File: config.mk
export PLATFORM = sky130hd
export DESIGN_NAME = feedback_delay_echo_core
export DESIGN_NICKNAME = d
export VERILOG_FILES = /design/src/design/fde_pkg.sv /design/src/design/fde_store.sv /design/src/design/fde_mix.sv /design/src/design/feedback_delay_echo_core.sv
export SDC_FILE = /design/constraint.sdc
export NUM_CORES = 2
export LEC_CHECK = 0
export ABC_AREA = 1
export BUFFER_PORTS_ARGS = -buffer_cell sky130_fd_sc_hd__buf_4
export CORE_ASPECT_RATIO = 1.5
export CORE_MARGIN = 2
export CORE_UTILIZATION = 64
export CTS_CLUSTER_DIAMETER = 30
export DETAILED_ROUTE_END_ITERATION = 16
export MAX_ROUTING_LAYER = met4
export PLACE_DENSITY = 0.8
export SYNTH_ARGS = -nofsm -noshare
export SYNTH_HDL_FRONTEND = slang
export SYNTH_SLANG_ARGS = --single-unit
File: constraint.sdc
create_clock -name clk_i -period 105.8 [get_ports clk_i]
set_input_delay 15.87 -clock clk_i [delete_from_list [all_inputs] [get_ports clk_i]]
set_output_delay 15.87 -clock clk_i [all_outputs]
set_load 0.02 [all_outputs]
File: src/design/fde_pkg.sv
`timescale 1ns / 1ps
`default_nettype none
// ----------------------------------------------------------------------------
// fde_pkg
// Shared widths, register indexes and reset values of the delay echo core.
// ----------------------------------------------------------------------------
package fde_pkg;

  localparam int SAMPLE_W = 8;   // audio sample and stored entry
  localparam int DEPTH_W  = 8;   // feedback_depth register
  localparam int DELAY_W  = 10;  // delay_length register
  localparam int CFG_IDX_W = 2;
  localparam int CFG_DAT_W = 10;

  typedef enum logic [CFG_IDX_W-1:0] {
    CFG_FEEDBACK_DEPTH = 2'd0,
    CFG_DELAY_LENGTH   = 2'd1
  } cfg_reg_e;

  localparam logic [DEPTH_W-1:0] FEEDBACK_DEPTH_RST = 8'd0;
  localparam logic [DELAY_W-1:0] DELAY_LENGTH_RST   = 10'd60;

  localparam logic [SAMPLE_W-1:0] MIDPOINT = 8'd127;

endpackage : fde_pkg
`default_nettype wire

File: src/design/fde_store.sv
`timescale 1ns / 1ps
`default_nettype none
// ----------------------------------------------------------------------------
// fde_store
// Delay sample memory: one registered read port, one write port.
// ----------------------------------------------------------------------------
module fde_store #(
  parameter int DEPTH = 512,
  parameter int AW    = 9
) (
  input  wire                              clk_i,
  input  wire                              rd_en_i,
  input  wire  [AW-1:0]                    rd_addr_i,
  output logic [fde_pkg::SAMPLE_W-1:0]     rd_data_o,
  input  wire                              wr_en_i,
  input  wire  [AW-1:0]                    wr_addr_i,
  input  wire  [fde_pkg::SAMPLE_W-1:0]     wr_data_i
);

  logic [fde_pkg::SAMPLE_W-1:0] mem [DEPTH];
  logic [fde_pkg::SAMPLE_W-1:0] rd_data_q;

  always_ff @(posedge clk_i) begin
    if (wr_en_i) begin
      mem[wr_addr_i] <= wr_data_i;
    end
  end

  // read-before-write on a same-address collision; caller forwards
  always_ff @(posedge clk_i) begin
    if (rd_en_i) begin
      rd_data_q <= mem[rd_addr_i];
    end
  end

  assign rd_data_o = rd_data_q;

endmodule : fde_store
`default_nettype wire

File: src/design/fde_mix.sv
`timescale 1ns / 1ps
`default_nettype none
// ----------------------------------------------------------------------------
// fde_mix
// Feedback scale by depth/255, mix with the input sample, clamp, re-bias.
// ----------------------------------------------------------------------------
module fde_mix (
  input  wire  [fde_pkg::SAMPLE_W-1:0] stored_i,
  input  wire  [fde_pkg::SAMPLE_W-1:0] sample_i,
  input  wire  [fde_pkg::DEPTH_W-1:0]  depth_i,
  output logic [fde_pkg::SAMPLE_W-1:0] echo_o
);

  logic signed [8:0]  diff;
  logic        [7:0]  mag;
  logic        [15:0] prod;
  logic        [16:0] acc;
  logic        [7:0]  quo;
  logic signed [9:0]  fb;
  logic signed [9:0]  dry;
  logic signed [9:0]  mix;
  logic signed [9:0]  clamped;
  logic        [9:0]  biased;

  always_comb begin
    diff = $signed({1'b0, fde_pkg::MIDPOINT}) - $signed({1'b0, stored_i});
    mag  = diff[8] ? 8'(-diff) : diff[7:0];
    prod = 16'(mag) * 16'(depth_i);
    // exact floor(x/255) in quo for x below 65280
    acc  = 17'(prod) + 17'(prod[15:8]) + 17'd1;
    quo  = acc[15:8];
    fb   = diff[8] ? -$signed({2'b00, quo}) : $signed({2'b00, quo});
    dry  = $signed({2'b00, fde_pkg::MIDPOINT}) - $signed({2'b00, sample_i});
    mix  = dry + fb;
    if (mix < -10'sd127) begin
      clamped = -10'sd127;
    end else if (mix > 10'sd127) begin
      clamped = 10'sd127;
    end else begin
      clamped = mix;
    end
    biased = 10'(clamped + 10'sd127);
    echo_o = biased[7:0];
  end

endmodule : fde_mix
`default_nettype wire

File: src/design/feedback_delay_echo_core.sv
`timescale 1ns / 1ps
`default_nettype none
// Path: an accepted sample item waits in stage 1, where the store read returns
//   and the mix is formed, then moves into the output register that offers it.
// Throughput: one item per cycle unless the output stalls, set by the one read and
//   one write port of the delay memory; back-to-back same-entry hits are forwarded.
// Reset: position, fill count and handshakes clear at once, registers take their
//   reset values; memory is not cleared, entries at/above the fill count read zero.
// ----------------------------------------------------------------------------
// feedback_delay_echo_core
// Feedback comb echo: mixes each sample with the scaled sample stored at the
// current delay position, writes the clamped mix back and returns it.
// ----------------------------------------------------------------------------
module feedback_delay_echo_core #(
  parameter int STORE_DEPTH = 512
) (
  input  wire                               clk_i,
  input  wire                               rst_ni,
  // sample in, tdata: [7:0] sample_in
  input  wire                               s_axis_tvalid_i,
  output logic                              s_axis_tready_o,
  input  wire  [7:0]                        s_axis_tdata_i,
  // echo out, tdata: [7:0] echo_out
  output logic                              m_axis_tvalid_o,
  input  wire                               m_axis_tready_i,
  output logic [7:0]                        m_axis_tdata_o,
  // register writes: index 0 feedback_depth, index 1 delay_length
  input  wire                               cfg_valid_i,
  output logic                              cfg_ready_o,
  input  wire  [fde_pkg::CFG_IDX_W-1:0]     cfg_index_i,
  input  wire  [fde_pkg::CFG_DAT_W-1:0]     cfg_data_i
);

  localparam int AW = (STORE_DEPTH > 1) ? $clog2(STORE_DEPTH) : 1;
  localparam int FW = $clog2(STORE_DEPTH + 1);
  localparam int LW = (AW + 1 > fde_pkg::DELAY_W) ? AW + 1 : fde_pkg::DELAY_W;

  // config registers
  logic [fde_pkg::DEPTH_W-1:0] depth_q;
  logic [fde_pkg::DELAY_W-1:0] delay_q;

  // position and fill count (entries below fill_q have been written)
  logic [AW-1:0] pos_q, pos_d;
  logic [FW-1:0] fill_q, fill_d;

  // stage 1: read data back, mix computed
  logic                          s1_valid_q;
  logic [AW-1:0]                 s1_addr_q;
  logic [fde_pkg::SAMPLE_W-1:0]  s1_sample_q;
  logic                          s1_hit_q;
  logic                          s1_fwd_q;
  logic [fde_pkg::SAMPLE_W-1:0]  s1_fwd_data_q;

  // output register
  logic                          out_valid_q;
  logic [fde_pkg::SAMPLE_W-1:0]  out_echo_q;

  logic                          in_acc;
  logic                          s1_adv;
  logic [AW:0]                   pos_inc;
  logic                          wrap;
  logic [fde_pkg::SAMPLE_W-1:0]  rd_data;
  logic [fde_pkg::SAMPLE_W-1:0]  stored;
  logic [fde_pkg::SAMPLE_W-1:0]  echo;

  assign cfg_ready_o = 1'b1;

  always_ff @(posedge clk_i or negedge rst_ni) begin
    if (!rst_ni) begin
      depth_q <= fde_pkg::FEEDBACK_DEPTH_RST;
      delay_q <= fde_pkg::DELAY_LENGTH_RST;
    end else if (cfg_valid_i) begin
      unique case (cfg_index_i)
        fde_pkg::CFG_FEEDBACK_DEPTH: depth_q <= cfg_data_i[fde_pkg::DEPTH_W-1:0];
        fde_pkg::CFG_DELAY_LENGTH:   delay_q <= cfg_data_i[fde_pkg::DELAY_W-1:0];
        default: ;  // unknown index ignored
      endcase
    end
  end

  // stage 1 moves into the output register when it is free or being drained
  assign s1_adv          = s1_valid_q && (!out_valid_q || m_axis_tready_i);
  assign s_axis_tready_o = !s1_valid_q || s1_adv;
  assign in_acc          = s_axis_tvalid_i && s_axis_tready_o;

  // position advance: wrap at delay_length or at the store end
  always_comb begin
    pos_inc = {1'b0, pos_q} + {{AW{1'b0}}, 1'b1};
    wrap    = (LW'(pos_inc) == LW'(delay_q)) || (pos_inc >= (AW+1)'(STORE_DEPTH));
    pos_d   = wrap ? '0 : pos_inc[AW-1:0];
    fill_d  = fill_q;
    if (FW'(pos_q) == fill_q) begin
      fill_d = FW'(fill_q + FW'(1));
    end
  end

  always_ff @(posedge clk_i or negedge rst_ni) begin
    if (!rst_ni) begin
      pos_q  <= '0;
      fill_q <= '0;
    end else if (in_acc) begin
      pos_q  <= pos_d;
      fill_q <= fill_d;
    end
  end

  always_ff @(posedge clk_i or negedge rst_ni) begin
    if (!rst_ni) begin
      s1_valid_q <= 1'b0;
    end else if (in_acc) begin
      s1_valid_q <= 1'b1;
    end else if (s1_adv) begin
      s1_valid_q <= 1'b0;
    end
  end

  // forward when the item leaving stage 1 writes the entry just read
  always_ff @(posedge clk_i) begin
    if (in_acc) begin
      s1_addr_q     <= pos_q;
      s1_sample_q   <= s_axis_tdata_i;
      s1_hit_q      <= FW'(pos_q) < fill_q;
      s1_fwd_q      <= s1_adv && (s1_addr_q == pos_q);
      s1_fwd_data_q <= echo;
    end
  end

  fde_store #(
    .DEPTH (STORE_DEPTH),
    .AW    (AW)
  ) u_store (
    .clk_i     (clk_i),
    .rd_en_i   (in_acc),
    .rd_addr_i (pos_q),
    .rd_data_o (rd_data),
    .wr_en_i   (s1_adv),
    .wr_addr_i (s1_addr_q),
    .wr_data_i (echo)
  );

  always_comb begin
    if (s1_fwd_q) begin
      stored = s1_fwd_data_q;
    end else if (s1_hit_q) begin
      stored = rd_data;
    end else begin
      stored = '0;  // never-written entry: reset value
    end
  end

  fde_mix u_mix (
    .stored_i (stored),
    .sample_i (s1_sample_q),
    .depth_i  (depth_q),
    .echo_o   (echo)
  );

  always_ff @(posedge clk_i or negedge rst_ni) begin
    if (!rst_ni) begin
      out_valid_q <= 1'b0;
    end else if (s1_adv) begin
      out_valid_q <= 1'b1;
    end else if (m_axis_tready_i) begin
      out_valid_q <= 1'b0;
    end
  end

  always_ff @(posedge clk_i) begin
    if (s1_adv) begin
      out_echo_q <= echo;
    end
  end

  assign m_axis_tvalid_o = out_valid_q;
  assign m_axis_tdata_o  = out_echo_q;

`ifndef ASSERT_OFF
  a_pos_range: assert property (@(posedge clk_i) disable iff (!rst_ni)
    FW'(pos_q) < FW'(STORE_DEPTH))
    else $error("position beyond store depth");

  a_pos_fill: assert property (@(posedge clk_i) disable iff (!rst_ni)
    FW'(pos_q) <= fill_q)
    else $error("position ahead of fill count");

  a_acc_s1: assert property (@(posedge clk_i) disable iff (!rst_ni)
    in_acc |=> s1_valid_q)
    else $error("accepted item lost before stage 1");

  a_echo_range: assert property (@(posedge clk_i) disable iff (!rst_ni)
    out_valid_q |-> (out_echo_q != 8'hFF))
    else $error("echo out of clamp range");
`endif

endmodule : feedback_delay_echo_core
`default_nettype wire

# [Word-level counts from Yosys, hierarchy flattened]
# Memories as Yosys holds them, arrays and structs flattened. A register that Yosys moved wholly into a read port is not among the register bits.
# Index checks and enable logic that the tools add are counted.
[totals] register_bits=74 in_bits=25 word_cells=59 mem_count=1 ramBits=4096 output_inout_bits=11
[memory_table] memory="u_store.mem" depth=512 width=8 rd=1 rd_ports_with_merged_regs=1 wr=1 line="fde_store.sv:20" source="logic [fde_pkg::SAMPLE_W-1:0] mem [DEPTH];"
[classes] n_lt_le_gt_ge=4 n_mul=1 eq_ne=4 reduce_logical=14 addsub=10 mux=13
[op_table] op="2-to-1 mux 8 bit" count=5
[op_table] op="subtractor 7 x 8 -> 9 bit (first input constant)" count=2
[op_table] op="adder 16 x 1 -> 16 bit (second input constant)" count=1
[op_table] op="adder 16 x 8 -> 16 bit" count=1
[op_table] op="multiplier 8 x 8 -> 16 bit" count=1
[op_table] op="adder 10 x 1 -> 10 bit (second input constant)" count=1
[op_table] op="adder 9 x 1 -> 10 bit (second input constant)" count=1
[op_table] op="adder 9 x 10 -> 10 bit" count=1
[op_table] op="== test 10 bit" count=1
[op_table] op="== test 9 x 10 -> 1 bit" count=1
[op_table] op=">= comparator 10 bit (second input constant)" count=1
[op_table] op="> comparator 10 x 8 -> 1 bit (second input constant)" count=1
[op_table] op="< comparator 10 x 8 -> 1 bit (second input constant)" count=1
[op_table] op="< comparator 9 x 10 -> 1 bit" count=1
[op_table] op="2-to-1 mux 10 bit" count=1
[op_table] op="negation 8 -> 10 bit" count=1
[op_table] op="== test 9 bit" count=1
[op_table] op="2-to-1 mux 9 bit" count=1
[op_table] op="adder 8 bit (second input constant)" count=1
[op_table] op="negation 8 bit" count=1
[op_table] op="2-to-1 mux 1 bit" count=6
[op_table] op="AND reduction 2 bit" count=3
[op_table] op="nonzero test 2 bit" count=2
[op_table] op="logical AND 1 bit" count=3
[op_table] op="other kinds (4)" count=7

# [Longest topological paths before layout]
[depth] depth_word=15 mapped_depth=61 depth_no_buf=60

# [Modules after synthesis]
# From an unflattened synthesis, not the netlist that was laid out.
[hier_totals] hier_cells=14846 area_unflattened_um2=174089.5
[modules_own_cells] mod="fde_store" area_each_um2=166808.7 instances=1 seq_area_each_um2=123238.2 cells_each=13891
[modules_own_cells] mod="fde_mix" area_each_um2=3717.3 instances=1 seq_area_each_um2=0.0 cells_each=582
[modules_own_cells] mod="feedback_delay_echo_core" area_each_um2=3563.4 instances=1 seq_area_each_um2=2031.9 cells_each=373

# [Least setup slack after synthesis]
# Ideal clock, no wire load.
[synth_path] kind="flip-flop to flip-flop" startpoint="reg s1_fwd_q" endpoint="reg out_echo_q, in the netlist m_axis_tdata_o[2], data pin" path_buffers=1 path_slack_ps=64150 setup_time_ps=2859 synth_period_minus_slack_ps=41650 arrival_time_ps=38791 required_time_ps=102941 stages_incl_launch_ff=50 cell_sequence="edfxtp_1 buf_2 nor2_1 a22o_1 ha_1 inv_1 o31ai_1 o21ai_0 xor2_1 nor2_1 fa_1 inv_1 fa_1 fa_1 fa_1 inv_1 ha_1 a21oi_1 [... 14 more ...] ha_1 or2_2 nand2_1 inv_1 ha_1 a21oi_1 o21bai_1 nand2_1 o211ai_1 a21o_1 a21oi_1 xor2_1 inv_1 nand4_2 a31oi_1 ha_1 inv_1 xor2_1"
[synth_via] elab_chain_len=14 elab_cells_between_ends=15 classes_between="7 x add/sub; 1 x mul; 2 x order compare; 5 x mux"
[synth_rtl] element="from (decl)" line="feedback_delay_echo_core.sv:51" source="logic s1_fwd_q;"
[synth_rtl] element="from (signal assigned)" line="feedback_delay_echo_core.sv:123" source="s1_fwd_q <= s1_adv && (s1_addr_q == pos_q);"
[synth_rtl] element="2-to-1 mux 8 bit (*)" line="feedback_delay_echo_core.sv:142" source="if (s1_fwd_q) begin"
[synth_rtl] element="subtractor 7 x 8 -> 9 bit (*)" line="fde_mix.sv:26" source="diff = $signed({1'b0, fde_pkg::MIDPOINT}) - $signed({1'b0, stored_i});"
[synth_rtl] element="negation 8 bit" line="fde_mix.sv:27" source="mag = diff[8] ? 8'(-diff) : diff[7:0];"
[synth_rtl] element="2-to-1 mux 8 bit" line="fde_mix.sv:27"
[synth_rtl] element="multiplier 8 x 8 -> 16 bit" line="fde_mix.sv:28" source="prod = 16'(mag) * 16'(depth_i);"
[synth_rtl] element="adder 16 x 8 -> 16 bit" line="fde_mix.sv:30" source="acc = 17'(prod) + 17'(prod[15:8]) + 17'd1;"
[synth_rtl] element="adder 16 x 1 -> 16 bit" line="fde_mix.sv:30"
[synth_rtl] element="negation 8 -> 10 bit" line="fde_mix.sv:32" source="fb = diff[8] ? -$signed({2'b00, quo}) : $signed({2'b00, quo});"
[synth_rtl] element="2-to-1 mux 10 bit (*)" line="fde_mix.sv:32"
[synth_rtl] element="adder 9 x 10 -> 10 bit (*)" line="fde_mix.sv:34" source="mix = dry + fb;"
[synth_rtl] element="> comparator 10 x 8 -> 1 bit" line="fde_mix.sv:37" source="end else if (mix > 10'sd127) begin"
[synth_rtl] element="2-to-1 mux 8 bit" line="fde_mix.sv:37"
[synth_rtl] element="2-to-1 mux 8 bit (*)" line="fde_mix.sv:35" source="if (mix < -10'sd127) begin"
[synth_rtl] element="adder 8 bit (*)" line="fde_mix.sv:42" source="biased = 10'(clamped + 10'sd127);"
[synth_rtl] element="named net echo (one bit)" line="feedback_delay_echo_core.sv:64" source="logic [fde_pkg::SAMPLE_W-1:0] echo;"
[synth_rtl] element="to (signal assigned)" line="feedback_delay_echo_core.sv:170" source="out_echo_q <= echo;"
[synth_rtl] element="to (decl)" line="feedback_delay_echo_core.sv:56" source="logic [fde_pkg::SAMPLE_W-1:0] out_echo_q;"
# Mark *: on every way through the listed nets, which the timed path passes. The rest lies on a longest branch.
# A chain may end at the register's enable or synchronous reset.

# [Worst setup path after layout]
[layout_path] startpoint="in m_axis_tready_i" endpoint="out s_axis_tready_o"
[layout_via] elab_chain_len=3
[layout_rtl] element="from (decl)" line="feedback_delay_echo_core.sv:25" source="input wire m_axis_tready_i,"
[layout_rtl] element="logical OR 1 bit" line="feedback_delay_echo_core.sv:82" source="assign s1_adv = s1_valid_q && (!out_valid_q || m_axis_tready_i);"
[layout_rtl] element="logical AND 1 bit" line="feedback_delay_echo_core.sv:82"
[layout_rtl] element="logical OR 1 bit" line="feedback_delay_echo_core.sv:83" source="assign s_axis_tready_o = !s1_valid_q || s1_adv;"
[layout_rtl] element="to (decl)" line="feedback_delay_echo_core.sv:21" source="output logic s_axis_tready_o,"
# No other way between the ends.

==> impl_metrics.env <==
export IMPL_min_path_type="reg2reg"
export IMPL_multi_input_area_um2=39200
export IMPL_final_layout_size_suffix_gt1_share_pct=8.61
export IMPL_cp_arrival_ns=16.39
export IMPL_rsz0062_at_grt="false"
export IMPL_clockBufferDepth=4
export IMPL_num_vias=116000
export IMPL_async_flop_share_pct=0.933
export IMPL_num_io_pins=36
export IMPL_syn_area_per_cell_um2=12.6
export IMPL_grt_pass1_vias=111000
export IMPL_ys_ff_latch=4178
export IMPL_ys_flop_type="edfxtp_1"
export IMPL_slew_headroom_pct=16.8
export IMPL_antenna_left=0
export IMPL_final_setup_tns_ns=0
export IMPL_synth_most_common_cell="edfxtp_1"
export IMPL_core_area_um2=262000
export IMPL_crit_required_ns=89.93
export IMPL_drt_iter0_drc=18100
export IMPL_regArea_um2=125000
export IMPL_maxCapViolCount=0
export IMPL_viasPerCell=6.78
export IMPL_setup_viol=0
export IMPL_max_stage_delay_ns=0.19
export IMPL_clock_latency_ns=0.92
export IMPL_cts_tree="built"
export IMPL_worst_slew_pin_slew_ns=1.24
export IMPL_critical_path_class="in2out"
export IMPL_worst_path_max_delay_cell="buf_4"
export IMPL_ys_types=53
export IMPL_grt_max_degree=241
export IMPL_nFillCells=16300
export IMPL_cts_hold_buf=0
export IMPL_synthToLayoutAreaGrowth_pct=12.1
export IMPL_ctsRootBufferMaster="clkbuf_16"
export IMPL_synth_edff_count=4139
export IMPL_cts_resized=0
export IMPL_crit_buf_inv=3
export IMPL_first_pass_iters=7
export IMPL_numCtsBuffers=524
export IMPL_critical_path_top_delay_family="buffers and inverters"
export IMPL_crit_chain="buf_4 > inv_1 > nand3_1 > buf_4"
export IMPL_overflow=0
export IMPL_max_freq_mhz=31.0
export IMPL_hpwl_um=280000
export IMPL_wl_um=484000
export IMPL_post_cts_buffers=0
export IMPL_yosysWarnings=0
export IMPL_syn_cell_area_um2=169000
export IMPL_final_min_clock_period_ns=32.26
export IMPL_synth_common_cells="4139 x edfxtp_1, 3397 x nor2_1, 2678 x o21ai_0"
export IMPL_cts_sinks=4178
export IMPL_start_util_pct=64.4
export IMPL_netlist_area_leader_share_pct=73.7
export IMPL_cp_end_kind="output port"
export IMPL_crit_top_cell="buf_4"
export IMPL_status="finished, final reports clean"
export IMPL_critPathMaxFanout=3
export IMPL_hold_viol_final=0
export IMPL_die_w_um=423
export IMPL_gp_congestion=0.987
export IMPL_nets=13300
export IMPL_yosys_area_top_type="edfxtp_1"
export IMPL_die_h_um=633
export IMPL_post_drt_wl_per_cell_um=28.4
export IMPL_skew_ns=0.0381
export IMPL_start_kind="primary input"
export IMPL_synth_yosys_seq_area_share_pct=74.3
export IMPL_h_tree_depth=6
export IMPL_antenna_found_initial=20
export IMPL_die_area_um2=268000
export IMPL_io_buffers=34
export IMPL_clkTransAtPathRegs_ns=0.06
export IMPL_maxSlewViolCount=0
export IMPL_syn_inst=13400
export IMPL_finalCritPeriodShare_pct=30.5
export IMPL_drcViolationCount=0
export IMPL_grt_pass1_wl_um=704000
export IMPL_syn_nets=13500
export IMPL_rows=230
export IMPL_synthTopCellsByArea="edfxtp_1 74%, o21ai_0 7.9%, nor2_1 7.6%, o22ai_1 4.8%, clkbuf_1 2.0%"
export IMPL_grt_use_total_pct=36.6
-- cell families (layout without fill, tap and decap cells) --
family                     after synthesis  in the layout  share of synthesized area (%)
buffers and inverters                 1168           1318                           2.62
AOI/OAI and AO/OA                     4089           4089                           13.3
and+or+nand+nor                       3799           3799                           8.64
muxes                                    2              2                         0.0134
adders and majority gates              102            102                          0.921
other                                    1             26                        0.00222
xor gates and xnor gates                47             47                          0.255
DFF                                   4178           4178                           74.3
-- per-layer routing --
metal | vias up | global-route usage, % | share of wire (%)
met1 | 55900 | 45.8 | 35
li1 | 49100 | - | -
met5 | - | - | 0
met4 | 0 | 21.3 | 6.7
met2 | 8896 | 56.4 | 47
met3 | 1751 | 6.72 | 12
-- layout make-up --
| type | instances | area share, % |
|---|---|---|
| clock inverter | 345 | 1.99 |
| inverter | 175 | 0.371 |
| antenna | 25 | 0.0331 |
| clock buffer | 584 | 7.30 |
| tap | 3480 | 2.30 |
| multi-input combinational | 8040 | 20.8 |
| timing repair buffer | 214 | 0.976 |
| sequential | 4178 | 66.3 |
-- cell usage in the layout, fill, tap and decap left out, drive strengths merged, types with 7 or more instances in the layout --
cell | synthesis | final
a21oi | 27 | 27
buf | 73 | 214
bufinv | 0 | 46
clkbuf | 920 | 584
clkinv | 5 | 151
clkinvlp | 0 | 45
dfrtp | 35 | 35
diode | 0 | 25
edfxtp | 4139 | 4139
fa | 37 | 37
ha | 65 | 65
inv | 170 | 278
nand2 | 289 | 289
nand3 | 49 | 49
nand4 | 22 | 22
nor2 | 3406 | 3406
nor3 | 19 | 19
o21ai | 2681 | 2681
o22ai | 1285 | 1285
o32ai | 73 | 73
or2 | 7 | 7
xnor2 | 9 | 9
xor2 | 38 | 38
-- per-stage QoR --
stage | cell area (µm²) | hold slack [ns] | worst slack [ns] | utilization [%] | cells
2_1_floorplan | 169000 | 0.431 | 64.15 | - | 13400
3_3_place_gp | 171000 | 0.461 | 73.51 | 65.5 | 16100
3_5_place_dp | 171000 | 0.465 | 73.53 | 65.5 | 16100
4_1_cts | 189000 | 0.497 | 73.53 | 72.2 | 17000
5_1_grt | 189000 | 0.520 | 73.49 | 72.2 | 17000
6_report | 189000 | 0.496 | 73.54 | 72.2 | 17000
-- worst min-delay path, stage by stage (launching register included) --
cell	delay, ns
dfrtp_1	0.32
inv_1	0.06
nand2_1	0.08
-- sequential cells by signal, summed over array words and instances, names as in the netlist --
register and cells:
pos_q 9, m_axis_tvalid_o 1, depth_q 8, s1_fwd_q 1, m_axis_tdata_o 8, u_store.mem 4096, u_store.rd_data_o 8, s1_hit_q 1
s1_fwd_data_q 8, s1_valid_q 1, delay_q 10, s1_sample_q 8, fill_q 10, s1_addr_q 9
-- final timing paths --
kind / cells after the start / startpoint / endpoint / slack [ns]
max: 4 / m_axis_tready_i / s_axis_tready_o / 73.54
min: 2 / fill_q[9] / fill_q[9] / 0.50
max reg2reg: 51 / s1_fwd_q / u_store.mem[317][0] / 91.17
min reg2reg: 2 / fill_q[9] / fill_q[9] / 0.50
max in group asynchronous: 1 / rst_ni / pos_q[2] / 90.46
min in group asynchronous: 1 / rst_ni / delay_q[9] / 14.94
Power is left out: the tool's default activity adds up to more than one toggle a clock period on the data nets, which glitch-free logic cannot reach.
